===== src/hw/rtl/fev_pkg.sv =====
// ============================================================================
// fev_pkg
// Shared widths, command codes, controller states and the tag that travels
// with each product term from the controller through the datapath pipeline.
// ============================================================================
package fev_pkg;

   // element and result formats
   localparam int ELEM_W     = 32;   // Q8.24 matrix element
   localparam int PROD_W     = 64;   // coefficient times coefficient
   localparam int TERM_W     = 97;   // doubled product with covariance
   localparam int ACC_W      = 128;  // exact running sum
   localparam int RES_W      = 64;   // Q32.32 result
   localparam int FRAC_SHIFT = 40;   // accumulator fraction bits above Q32.32

   // port field widths
   localparam int CMD_W = 2;
   localparam int IDX_W = 3;
   localparam int HZ_W  = 4;
   localparam int NV_W  = 4;
   localparam int HC_W  = 5;

   // register port
   localparam int CSR_ADDR_W = 3;
   localparam int CSR_DATA_W = 32;

   // size defaults and register reset values
   localparam int             MAX_VARS_DEF      = 8;
   localparam int             MAX_HORIZON_DEF   = 16;
   localparam logic [NV_W-1:0] NUM_VARS_RST      = 4'd8;
   localparam logic [HC_W-1:0] HORIZON_COUNT_RST = 5'd16;

   // command codes on req_cmd
   typedef enum logic [CMD_W-1:0] {
      CMD_LOAD_COV  = 2'd0,
      CMD_LOAD_COEF = 2'd1,
      CMD_START     = 2'd2
   } cmd_code_type;

   // controller states
   typedef enum logic [1:0] {
      ST_IDLE  = 2'd0,
      ST_RUN   = 2'd1,
      ST_DRAIN = 2'd2
   } fev_state_type;

   // tag carried alongside every product term
   typedef struct packed {
      logic             valid;
      logic             first;      // first term of a variable, clears the sum
      logic             done;       // last term of a variable, emits a result
      logic             final_var;  // last variable of the run
      logic             diag;       // diagonal term, not doubled
      logic [IDX_W-1:0] var_idx;
   } fev_tag_type;

   // controller to datapath commands
   typedef struct packed {
      logic        cov_we;
      logic        coef_we;
      fev_tag_type tag;
   } fev_cmd_type;

endpackage


===== src/hw/rtl/fev_regs.sv =====
// ============================================================================
// fev_regs
// Register file behind the APB-style port: number of variables and number of
// horizons. Word address bit 2 selects the register, low bits are ignored.
// ============================================================================
module fev_regs (
   input  logic                              clock,
   input  logic                              reset,
   input  logic                              psel,
   input  logic                              penable,
   input  logic                              pwrite,
   input  logic [fev_pkg::CSR_ADDR_W-1:0]    paddr,
   input  logic [fev_pkg::CSR_DATA_W-1:0]    pwdata,
   output logic [fev_pkg::CSR_DATA_W-1:0]    prdata,
   output logic                              pready,
   output logic [fev_pkg::NV_W-1:0]          num_vars,
   output logic [fev_pkg::HC_W-1:0]          horizon_count
);

   typedef enum logic {
      REG_NUM_VARS      = 1'b0,
      REG_HORIZON_COUNT = 1'b1
   } reg_index_type;

   logic [fev_pkg::NV_W-1:0] num_vars_ff, num_vars_in;
   logic [fev_pkg::HC_W-1:0] horizon_count_ff, horizon_count_in;
   reg_index_type            reg_sel;
   logic                     wr_beat;

   assign reg_sel = reg_index_type'(paddr[2]);
   assign wr_beat = psel && penable && pwrite;
   assign pready  = 1'b1;

   // register write
   always_comb begin
      num_vars_in      = num_vars_ff;
      horizon_count_in = horizon_count_ff;
      if (wr_beat) begin
         case (reg_sel)
            REG_NUM_VARS: begin
               num_vars_in = pwdata[fev_pkg::NV_W-1:0];
            end
            REG_HORIZON_COUNT: begin
               horizon_count_in = pwdata[fev_pkg::HC_W-1:0];
            end
            default: begin
            end
         endcase
      end
   end

   always_ff @(posedge clock) begin
      if (reset) begin
         num_vars_ff      <= fev_pkg::NUM_VARS_RST;
         horizon_count_ff <= fev_pkg::HORIZON_COUNT_RST;
      end else begin
         num_vars_ff      <= num_vars_in;
         horizon_count_ff <= horizon_count_in;
      end
   end

   // read mux
   always_comb begin
      case (reg_sel)
         REG_NUM_VARS:      prdata = fev_pkg::CSR_DATA_W'(num_vars_ff);
         REG_HORIZON_COUNT: prdata = fev_pkg::CSR_DATA_W'(horizon_count_ff);
         default:           prdata = '0;
      endcase
   end

   assign num_vars      = num_vars_ff;
   assign horizon_count = horizon_count_ff;

endmodule


===== config.mk =====
export PLATFORM = sky130hd
export DESIGN_NAME = fev_regs
export DESIGN_NICKNAME = d
export VERILOG_FILES = /design/src/hw/rtl/fev_pkg.sv /design/src/hw/rtl/fev_regs.sv
export SDC_FILE = /design/constraint.sdc
export NUM_CORES = 1
export LEC_CHECK = 0
export BUFFER_PORTS_ARGS = -buffer_cell sky130_fd_sc_hd__buf_2
export CELL_PAD_IN_SITES_DETAIL_PLACEMENT = 1
export CELL_PAD_IN_SITES_GLOBAL_PLACEMENT = 1
export CORE_MARGIN = 2
export CORE_UTILIZATION = 18
export CTS_CLUSTER_DIAMETER = 200
export DETAILED_ROUTE_END_ITERATION = 16
export GPL_TIMING_DRIVEN = 0
export PLACE_DENSITY_LB_ADDON = 0.05
export SYNTH_ARGS = -nofsm -noshare
export SYNTH_HDL_FRONTEND = slang
export SYNTH_SLANG_ARGS = --single-unit
export TNS_END_PERCENT = 10

===== constraint.sdc =====
create_clock -name clock -period 0.9 [get_ports clock]
set_input_delay 0.225 -clock clock [delete_from_list [all_inputs] [get_ports clock]]
set_output_delay 0.225 -clock clock [all_outputs]
set_load 0.05 [all_outputs]

==> run metrics <==
worst-case setup slack after placement -187.3 ps; RSZ-0062 raised after global routing true; dominant combinational cell family by area after synthesis buffers and inverters; depth of the CTS H-tree 1; largest vdd supply drop between 0.0004 and 0.0005 V; final total negative setup slack -2210 ps; clock insertion delay at the later pin of the skew report 230 ps; sequential element share of the synthesized area about a quarter; height of the die ~66 um; share of the synthesized area in the top cell type 30.83%; number of iterations in the first detailed-routing pass 4; total length of routed wires between 1.5 and 2 mm; Die X-Extent about 66 um; R2R Setup Slk about 180 ps; Highest Clock Rate around 800 MHz; number of I/O port buffers 23; xor and xnor fraction of the mapped netlist area 0%; final setup fails 14; biggest area contributors in the synthesized netlist buf_4 31%, dfxtp_1 26%, mux2i_1 13%, nand2b_1 10%, mux2_2 6.6%; number of nets in the finished design around 170; arrival time reported for the critical path endpoint 1000 ps; number of different library cells in the post-synthesis netlist 14; detailed-route wire length per cell 8.933 um; number of flip-flops and latches in the synthesized netlist 9; failing checks negative setup slack; number of DRC markers in iteration 0 4; Data required, critical path 670 ps; Detailed Place HPWL roughly 1.3 mm; Primary FF master, synth dfxtp_1; smallest setup slack after layout -321.0 ps; Fin Clk Skew 0 ps; largest net degree at the start of global routing 11; total via count in the routed design about 590; ANT cells 0; Cells after Synth between 70 and 80; number of antenna violations at the first check in global routing 0; Boundary Pins slightly above 80; total track usage ~8.1%; cell row count 22; critical path peak fanout 3; count of clock tree sinks 9; max-slew violation count 0; total clock buffers created by CTS 3; Syn Std Cell Area between 600 and 700 um^2; per-instance average area after synthesis between 9 and 10 um^2; effective utilization at floorplan between 10% and 20%; top cell types by occurrence after synthesis 28 x buf_4, 11 x nand2b_1, 9 x dfxtp_1, 9 x mux2i_1; die area about 0.0043 mm^2; period utilization 135.7%; via/cell ratio about 3.3; vias in the first global route between 500 and 600; multiplexer area fraction after synthesis 19.82%; share of layout cells above drive strength 1 between 50% and 60%; Synth Area in Compound Gates 0%; total of fill cells in the finished design 435; worst min path class primary input to flip-flop; Worst Setup Path Type flip-flop to output port; Final Hold Fails 0; library cell occupying the most area in the post-synthesis netlist buf_4; Leak Pwr 0.0006110 uW; count of warnings emitted by yosys 0; basic-gate share of the synthesized area counting and, or, nand and nor cells between 15 and 20%; MaxCap Viol Count 0; area added between synthesis and finish 72.48%; CTS tree yes; number of enable flip-flop cells after synthesis 0; Async S/R FF share, synth 0%; Worst setup SP type flip-flop; clock root cell clkbuf_8; CTS clock-pin slew for the worst setup and hold paths 50 ps; most numerous cell in the Yosys netlist buf_4; final weighted congestion in routability-driven placement around 0.66; clk buf depth 2; critical path capture point type output port; minimum period implied by the final worst setup slack 1221 ps; total power consumption of the routed design roughly 1400 uW; adder-cell share of the synthesized area 0%; Cell Pwr Density about 1200 mW/mm^2; number of remaining DRC errors 0; run status finished with violations; total congestion overflow after global routing 0; global-route wire length before repair about 2.5 mm; Core Box Area roughly 0.0037 mm^2; antenna viol nets, final 0
final cells by class:
type	count	area, um^2	share of cell area (%)
clock buffer	4	45.04	3.830
buffer	32	242.7	20.64
multi-input combinational	60	374.1	31.81
sequential	9	214.0	18.19
tap	48	60.06	5.106
timing repair buffer	25	240.2	20.43
timing repair:
action	in CTS	in global routing
endpoints found under the setup margin	14	16
pin swaps	0	0
gates resized for setup	30	6
gates cloned	0	0
hold buffers	0	0
setup buffers	1	1
placed cells by master (no fill, tap or decap), drive strengths merged:
cell    count
and4        1
and2        1
conb       28
clkbuf      5
and4b       1
nor2        4
mux2        4
dfxtp       9
nand4       1
mux2i       9
nand2b     11
buf        56
stage by stage:
stage          hold WS [ps]  instance area [um^2]  utilization [%]  instances
2_1_floorplan         370.0                 829.5                -        101
3_3_place_gp          483.8                  1005            27.44        172
3_5_place_dp          489.0                  1005            27.44        172
4_1_cts               252.8                  1152            31.48        177
5_1_grt               267.2                  1176            32.13        178
6_report              255.2                  1176            32.13        178
path summary, 6_finish.rpt:
kind,startpoint,to,depth (start not counted)
worst max-delay path,horizon_count[0]$_SDFFE_PP0P_,prdata[0],2
worst min-delay path,pwdata[4],horizon_count[4]$_SDFFE_PP1P_,3
worst max register to register,num_vars[2]$_SDFFE_PP0P_,num_vars[2]$_SDFFE_PP0P_,3
worst min register to register,num_vars[0]$_SDFFE_PP0P_,num_vars[0]$_SDFFE_PP0P_,2
state kept, by name, indices dropped and copies added, names as in the netlist:
register       cells
num_vars           4
horizon_count      5
cell families (layout without fill, tap and decap cells):
| logic type | count (synthesis) | count (layout) |
|---|---|---|
| simple gates | 19 | 19 |
| buf+inv | 32 | 61 |
| flops | 9 | 9 |
| other cells | 2 | 28 |
| mux | 13 | 13 |
where the power goes:
part	leakage [uW]	switching (uW)	internal (uW)
registers	0.0000782	8.43	388
clock network	0.0000228	159	309
logic	0.000510	386	182
total	0.000611	553	879
metal layers:
layer	share of wire [%]	routed length (um)	up-vias	GRT usage, %
met5	0	0	-	0
met4	1.1	17	0	3.125
met3	11	173	2	4.110
met2	51	812	33	13.39
met1	37	586	262	8.678
li1	-	-	294	-
critical path, stage by stage, from the launching register on:
cell and delay [ps]:
dfxtp_4 350, mux2_4 260, buf_6 150
No activity file was read; power rests on OpenSTA's default activity.
