<file path="src/hw/rtl/fev_pkg.sv">
// ============================================================================
// fev_pkg
// Shared widths, command codes, controller states and the tag that travels
// with each product term from the controller through the datapath pipeline.
// ============================================================================
package fev_pkg;

   // element and result formats
   localparam int ELEM_W     = 32;   // Q8.24 matrix element
   localparam int PROD_W     = 64;   // coefficient times coefficient
   localparam int TERM_W     = 97;   // doubled product with covariance
   localparam int ACC_W      = 128;  // exact running sum
   localparam int RES_W      = 64;   // Q32.32 result
   localparam int FRAC_SHIFT = 40;   // accumulator fraction bits above Q32.32

   // port field widths
   localparam int CMD_W = 2;
   localparam int IDX_W = 3;
   localparam int HZ_W  = 4;
   localparam int NV_W  = 4;
   localparam int HC_W  = 5;

   // register port
   localparam int CSR_ADDR_W = 3;
   localparam int CSR_DATA_W = 32;

   // size defaults and register reset values
   localparam int             MAX_VARS_DEF      = 8;
   localparam int             MAX_HORIZON_DEF   = 16;
   localparam logic [NV_W-1:0] NUM_VARS_RST      = 4'd8;
   localparam logic [HC_W-1:0] HORIZON_COUNT_RST = 5'd16;

   // command codes on req_cmd
   typedef enum logic [CMD_W-1:0] {
      CMD_LOAD_COV  = 2'd0,
      CMD_LOAD_COEF = 2'd1,
      CMD_START     = 2'd2
   } cmd_code_type;

   // controller states
   typedef enum logic [1:0] {
      ST_IDLE  = 2'd0,
      ST_RUN   = 2'd1,
      ST_DRAIN = 2'd2
   } fev_state_type;

   // tag carried alongside every product term
   typedef struct packed {
      logic             valid;
      logic             first;      // first term of a variable, clears the sum
      logic             done;       // last term of a variable, emits a result
      logic             final_var;  // last variable of the run
      logic             diag;       // diagonal term, not doubled
      logic [IDX_W-1:0] var_idx;
   } fev_tag_type;

   // controller to datapath commands
   typedef struct packed {
      logic        cov_we;
      logic        coef_we;
      fev_tag_type tag;
   } fev_cmd_type;

endpackage

</file>
<file path="src/hw/rtl/fev_ctrl.sv">
// ============================================================================
// fev_ctrl
// Controller: decodes command beats, and on start walks variable, horizon,
// column j and column k >= j, issuing one product term per cycle.
// ============================================================================
module fev_ctrl #(
   parameter int MAX_VARS    = fev_pkg::MAX_VARS_DEF,
   parameter int MAX_HORIZON = fev_pkg::MAX_HORIZON_DEF,
   localparam int VW = (MAX_VARS > 1) ? $clog2(MAX_VARS) : 1,
   localparam int HW = (MAX_HORIZON > 1) ? $clog2(MAX_HORIZON) : 1
) (
   input  logic                        clock,
   input  logic                        reset,
   input  logic                        start,
   output logic                        busy,
   input  logic [fev_pkg::CMD_W-1:0]   req_cmd,
   input  logic [fev_pkg::IDX_W-1:0]   req_row_index,
   input  logic [fev_pkg::IDX_W-1:0]   req_col_index,
   input  logic [fev_pkg::HZ_W-1:0]    req_horizon_index,
   input  logic [fev_pkg::NV_W-1:0]    num_vars,
   input  logic [fev_pkg::HC_W-1:0]    horizon_count,
   input  logic                        pipe_busy,
   output fev_pkg::fev_cmd_type        cmd,
   output logic [HW-1:0]               rd_h,
   output logic [VW-1:0]               rd_i,
   output logic [VW-1:0]               rd_j,
   output logic [VW-1:0]               rd_k
);

   fev_pkg::fev_state_type state_ff, state_in;
   logic [VW-1:0] i_ff, i_in, j_ff, j_in, k_ff, k_in, nm1_ff, nm1_in;
   logic [HW-1:0] h_ff, h_in, hcm1_ff, hcm1_in;
   logic [31:0]   nv_c, hc_c;
   logic          accept, row_ok, col_ok, hz_ok;
   logic          k_end, j_end, h_end, i_end;

   assign accept = start && (state_ff == fev_pkg::ST_IDLE);
   assign busy   = (state_ff != fev_pkg::ST_IDLE);

   // load bounds
   assign row_ok = 32'(req_row_index) < MAX_VARS;
   assign col_ok = 32'(req_col_index) < MAX_VARS;
   assign hz_ok  = 32'(req_horizon_index) < MAX_HORIZON;

   // clamp run sizes to 1..max
   always_comb begin
      nv_c = 32'(num_vars);
      if (nv_c == 32'd0) begin
         nv_c = 32'd1;
      end else if (nv_c > MAX_VARS) begin
         nv_c = 32'(MAX_VARS);
      end
      hc_c = 32'(horizon_count);
      if (hc_c == 32'd0) begin
         hc_c = 32'd1;
      end else if (hc_c > MAX_HORIZON) begin
         hc_c = 32'(MAX_HORIZON);
      end
   end

   assign k_end = (k_ff == nm1_ff);
   assign j_end = (j_ff == nm1_ff);
   assign h_end = (h_ff == hcm1_ff);
   assign i_end = (i_ff == nm1_ff);

   // next state, counters and commands
   always_comb begin
      state_in = state_ff;
      i_in     = i_ff;
      h_in     = h_ff;
      j_in     = j_ff;
      k_in     = k_ff;
      nm1_in   = nm1_ff;
      hcm1_in  = hcm1_ff;
      cmd      = '0;
      case (state_ff)
         fev_pkg::ST_IDLE: begin
            if (accept) begin
               case (req_cmd)
                  fev_pkg::CMD_LOAD_COV: begin
                     cmd.cov_we = row_ok && col_ok;
                  end
                  fev_pkg::CMD_LOAD_COEF: begin
                     cmd.coef_we = row_ok && col_ok && hz_ok;
                  end
                  fev_pkg::CMD_START: begin
                     state_in = fev_pkg::ST_RUN;
                     i_in     = '0;
                     h_in     = '0;
                     j_in     = '0;
                     k_in     = '0;
                     nm1_in   = VW'(nv_c - 32'd1);
                     hcm1_in  = HW'(hc_c - 32'd1);
                  end
                  default: begin
                  end
               endcase
            end
         end
         fev_pkg::ST_RUN: begin
            cmd.tag.valid     = 1'b1;
            cmd.tag.first     = (h_ff == '0) && (j_ff == '0) && (k_ff == '0);
            cmd.tag.done      = k_end && j_end && h_end;
            cmd.tag.final_var = k_end && j_end && h_end && i_end;
            cmd.tag.diag      = (j_ff == k_ff);
            cmd.tag.var_idx   = fev_pkg::IDX_W'(i_ff);
            // k runs j..n-1, then j, then h, then i
            if (!k_end) begin
               k_in = k_ff + 1'b1;
            end else if (!j_end) begin
               j_in = j_ff + 1'b1;
               k_in = j_ff + 1'b1;
            end else begin
               j_in = '0;
               k_in = '0;
               if (!h_end) begin
                  h_in = h_ff + 1'b1;
               end else begin
                  h_in = '0;
                  if (!i_end) begin
                     i_in = i_ff + 1'b1;
                  end else begin
                     state_in = fev_pkg::ST_DRAIN;
                  end
               end
            end
         end
         fev_pkg::ST_DRAIN: begin
            if (!pipe_busy) begin
               state_in = fev_pkg::ST_IDLE;
            end
         end
         default: begin
            state_in = fev_pkg::ST_IDLE;
         end
      endcase
   end

   always_ff @(posedge clock) begin
      if (reset) begin
         state_ff <= fev_pkg::ST_IDLE;
         i_ff     <= '0;
         h_ff     <= '0;
         j_ff     <= '0;
         k_ff     <= '0;
         nm1_ff   <= '0;
         hcm1_ff  <= '0;
      end else begin
         state_ff <= state_in;
         i_ff     <= i_in;
         h_ff     <= h_in;
         j_ff     <= j_in;
         k_ff     <= k_in;
         nm1_ff   <= nm1_in;
         hcm1_ff  <= hcm1_in;
      end
   end

   assign rd_h = h_ff;
   assign rd_i = i_ff;
   assign rd_j = j_ff;
   assign rd_k = k_ff;

endmodule

</file>
<file path="config.mk">
export PLATFORM = sky130hd
export DESIGN_NAME = fev_ctrl
export DESIGN_NICKNAME = d
export VERILOG_FILES = /design/src/hw/rtl/fev_pkg.sv /design/src/hw/rtl/fev_ctrl.sv
export SDC_FILE = /design/constraint.sdc
export NUM_CORES = 1
export LEC_CHECK = 0
export BUFFER_PORTS_ARGS = -buffer_cell sky130_fd_sc_hd__buf_2
export CAP_MARGIN = 20
export CORE_MARGIN = 8
export CORE_UTILIZATION = 45
export DETAILED_ROUTE_END_ITERATION = 8
export HOLD_SLACK_MARGIN = 0.05
export PLACE_DENSITY_LB_ADDON = 0.08
export SYNTH_ARGS = -nofsm -noshare
export SYNTH_HDL_FRONTEND = slang
export SYNTH_SLANG_ARGS = --single-unit
</file>
<file path="constraint.sdc">
create_clock -name clock -period 1.7 [get_ports clock]
set_clock_uncertainty 0.1 [all_clocks]
set_input_delay 0.34 -clock clock [delete_from_list [all_inputs] [get_ports clock]]
set_output_delay 0.34 -clock clock [all_outputs]
set_load 0.05 [all_outputs]
</file>
==> flow_metrics.tcl <==
set metrics [dict create \
    nets 313 \
    start_util_pct 45.9 \
    p_per_area_nw_per_um2 549 \
    post-route-period-util_pct 148 \
    synth_cells 180 \
    min_path_type "input port to flip-flop" \
    die-width_um 73.9 \
    first_pass_iters 4 \
    multi_input_area_um2 1390 \
    power.internal_uw 955 \
    pre_cts_ws_ps -494 \
    layout_commonest_cell "buf_4" \
    fin_cells 324 \
    fmax_mhz 398 \
    setup_ws_ps -812 \
    cts.clk_slew.worst_paths_ps 150 \
    core_um2 3280 \
    outcome "complete, but fails checks" \
    io_buffers 38 \
    slew_headroom_pct 65.3 \
    grt_pass1_vias 1846 \
    syn-num-nets 214 \
    leakage_uw 0.00125 \
    cp.arrival_ps 2070 \
    endpoint_kind "output port" \
    critPathMaxStageDelay_ps 570 \
    place_area_um2 2100 \
    slowest_stage "or4_4" \
    ys_types 46 \
    synth_edf_count 0 \
    wl_per_cell_um 21.0 \
    p_sw_share_pct 39.2 \
    setup_viol 32 \
    worstSetupPathType "flip-flop to output port" \
    layout_common_cells "buf_4 (42), buf_6 (28), buf_2 (27)" \
    syn_area_um2 1510 \
    p_sw_uw 616 \
    yosys_warnings 0 \
    power_frac_comb_pct 46.6 \
    synth_async_sr_flop_share_pct 0 \
    violations "negative setup slack" \
    required_ps 1260 \
    rows 21 \
    netlist.area_leader.share_pct 29.2 \
    h-tree-depth 1 \
    yosysTopAreaCell "dfxtp_1" \
    fp.dieH_um 73.9 \
    fin_util_pct 87.0 \
    path_cells "xor2_2 > or4_4 > nor4_4 > buf_4 > buf_8" \
    p_seq_share_pct 35.2 \
    grt.total_usage_pct 19.8 \
    vias_per_cell 5.81 \
    post-route-min-period_ps 2510 \
    insertion_delay_ps 350 \
    n_fill_cell 157 \
    ant_nets 0 \
    rsz0062_at_grt "true" \
    vias 1884 \
    root_buffer "clkbuf_4" \
    synth-seq-area-share_pct 29.2 \
    ios 49 \
    crit_fanout 2 \
    antenna_found_initial 0 \
    cts_hold_buffers 0 \
    ys_ff_latch 22 \
    placed_cells 297 \
    drv_slew 0 \
    start_kind "flip-flop" \
    dieArea_um2 5460 \
    peakVddDrop_uv 529 \
    worst_slew_pin_slew_ps 521 \
    place_congestion 0.838 \
    grt_max_degree 21 \
    drcViolationCount 0 \
    hold_viol 0 \
    clkPwrFrac_pct 18.1 \
    max_cap_viol_count 0 \
    cts_max_path_buffers 2 \
    drive_above_1_share_pct 73.7 \
    drtIter0Drc 106 \
    wirelength_mm 6.79 \
    syn_area_per_cell_um2 8.38 \
    syn_to_final_growth_pct 89.5 \
    yosys_most_used_dff "dfxtp_1" \
    antenna_cells 0 \
    cts_tree "done" \
    cts.sinks 22 \
    ff_latch_area_um2 483 \
    fin_area_um2 2860 \
    grt_overflow 0 \
    grt_first_pass_wirelength_mm 8.49 \
    dp_hpwl_mm 3.49 \
    ys_top_cells_by_area "dfxtp_1 (29%), xor2_1 (7.5%), ha_1 (7.5%), a21oi_1 (5.6%), xnor2_1 (3.5%)" \
    cts_buffers 3 \
]
-- worst max-delay path: cells and delay by family, from the launching register on --
| kind | cells | cell delay [ps] |
|---|---|---|
| buffers and inverters | 2 | 340 |
| XOR/XNOR | 1 | 170 |
| AND/OR/NAND/NOR | 2 | 860 |
| flip-flops | 1 | 360 |
-- registers in the layout, summed over array words and instances, names as in the netlist --
signal and count:
state_ff 2, rd_j 3, rd_i 3, rd_k 3
hcm1_ff 4, nm1_ff 3, rd_h 4
-- final timing paths --
path / start / end / slack [ps] / cells past startpoint
worst max-delay path: hcm1_ff[2]$_SDFFE_PP0P_ / cmd[5] / -810 / 5
worst min-delay path: pipe_busy / state_ff[1]$_SDFFE_PP0P_ / 200 / 3
worst max register to register: nm1_ff[1]$_SDFFE_PP0P_ / rd_i[2]$_SDFFE_PP0P_ / -470 / 9
worst min register to register: hcm1_ff[1]$_SDFFE_PP0P_ / hcm1_ff[1]$_SDFFE_PP0P_ / 440 / 2
-- routing by layer --
layer	GRT usage, %	share of wire (%)	up-vias	routed length, um
li1	-	-	827	-
met1	21.2	38	911	2610
met2	35.4	52	104	3510
met3	2.73	4.3	42	289
met4	12.6	5.7	0	387
met5	0	0	-	0
-- cells by family (layout without fill, tap and decap cells) --
group,after synthesis,count (layout),share of synthesized area [%]
muxes,2,2,1.33
AOI/OAI and AO/OA,43,43,18.1
xor gates and xnor gates,20,20,12.1
and+or+nand+nor,64,64,25.7
adders and majority gates,9,9,7.46
buffers and inverters,20,118,6.14
DFF,22,22,29.2
-- layout make-up --
class	count	share of cell area, %
inverter	10	1.31
multi-input combinational	138	48.7
clock inverter	1	0.131
sequential	22	16.9
tap	46	2.01
timing repair buffer	104	30.2
clock buffer	3	0.788
-- Yosys cell counts (2+ instances only) --
cell,number
dfxtp_1,22
a21oi_1,17
nor2_1,13
xor2_1,13
ha_1,9
inv_1,9
nand2_1,6
nand3_1,6
nor3_1,6
xnor2_1,6
a211oi_1,5
clkbuf_1,5
and2_1,4
o21ai_0,4
o21bai_1,4
or3_1,4
nand2b_1,3
nor2b_1,3
nor4_1,3
o21ai_1,3
o31ai_1,3
or4_1,3
a21o_1,2
buf_2,2
buf_4,2
mux2i_1,2
nand4_1,2
-- stage by stage --
step	hold slack (ps)	setup TNS (ps)	power, uW
floorplan	377	-4480	849
global placement	419	-2040	1010
detailed placement	418	-2390	1020
CTS	170	-3790	1390
global route	207	-8520	1620
finish	197	-7010	1570
-- power by group through the flow --
stage / combinational, uW / sequential, uW / clock, uW
floorplan: 268 / 581 / 0
global placement: 457 / 550 / 0
CTS: 584 / 547 / 259
finish: 733 / 553 / 285
detailed placement: 470 / 552 / 0
global route: 764 / 555 / 299
-- what timing repair did --
item | CTS | global route
resized for setup | 87 | 62
buffers inserted | 12 | 16
setup endpoints to repair | 23 | 33
gates cloned | 0 | 1
pin swaps | 24 | 35
Power figures use the tool's default switching activity.
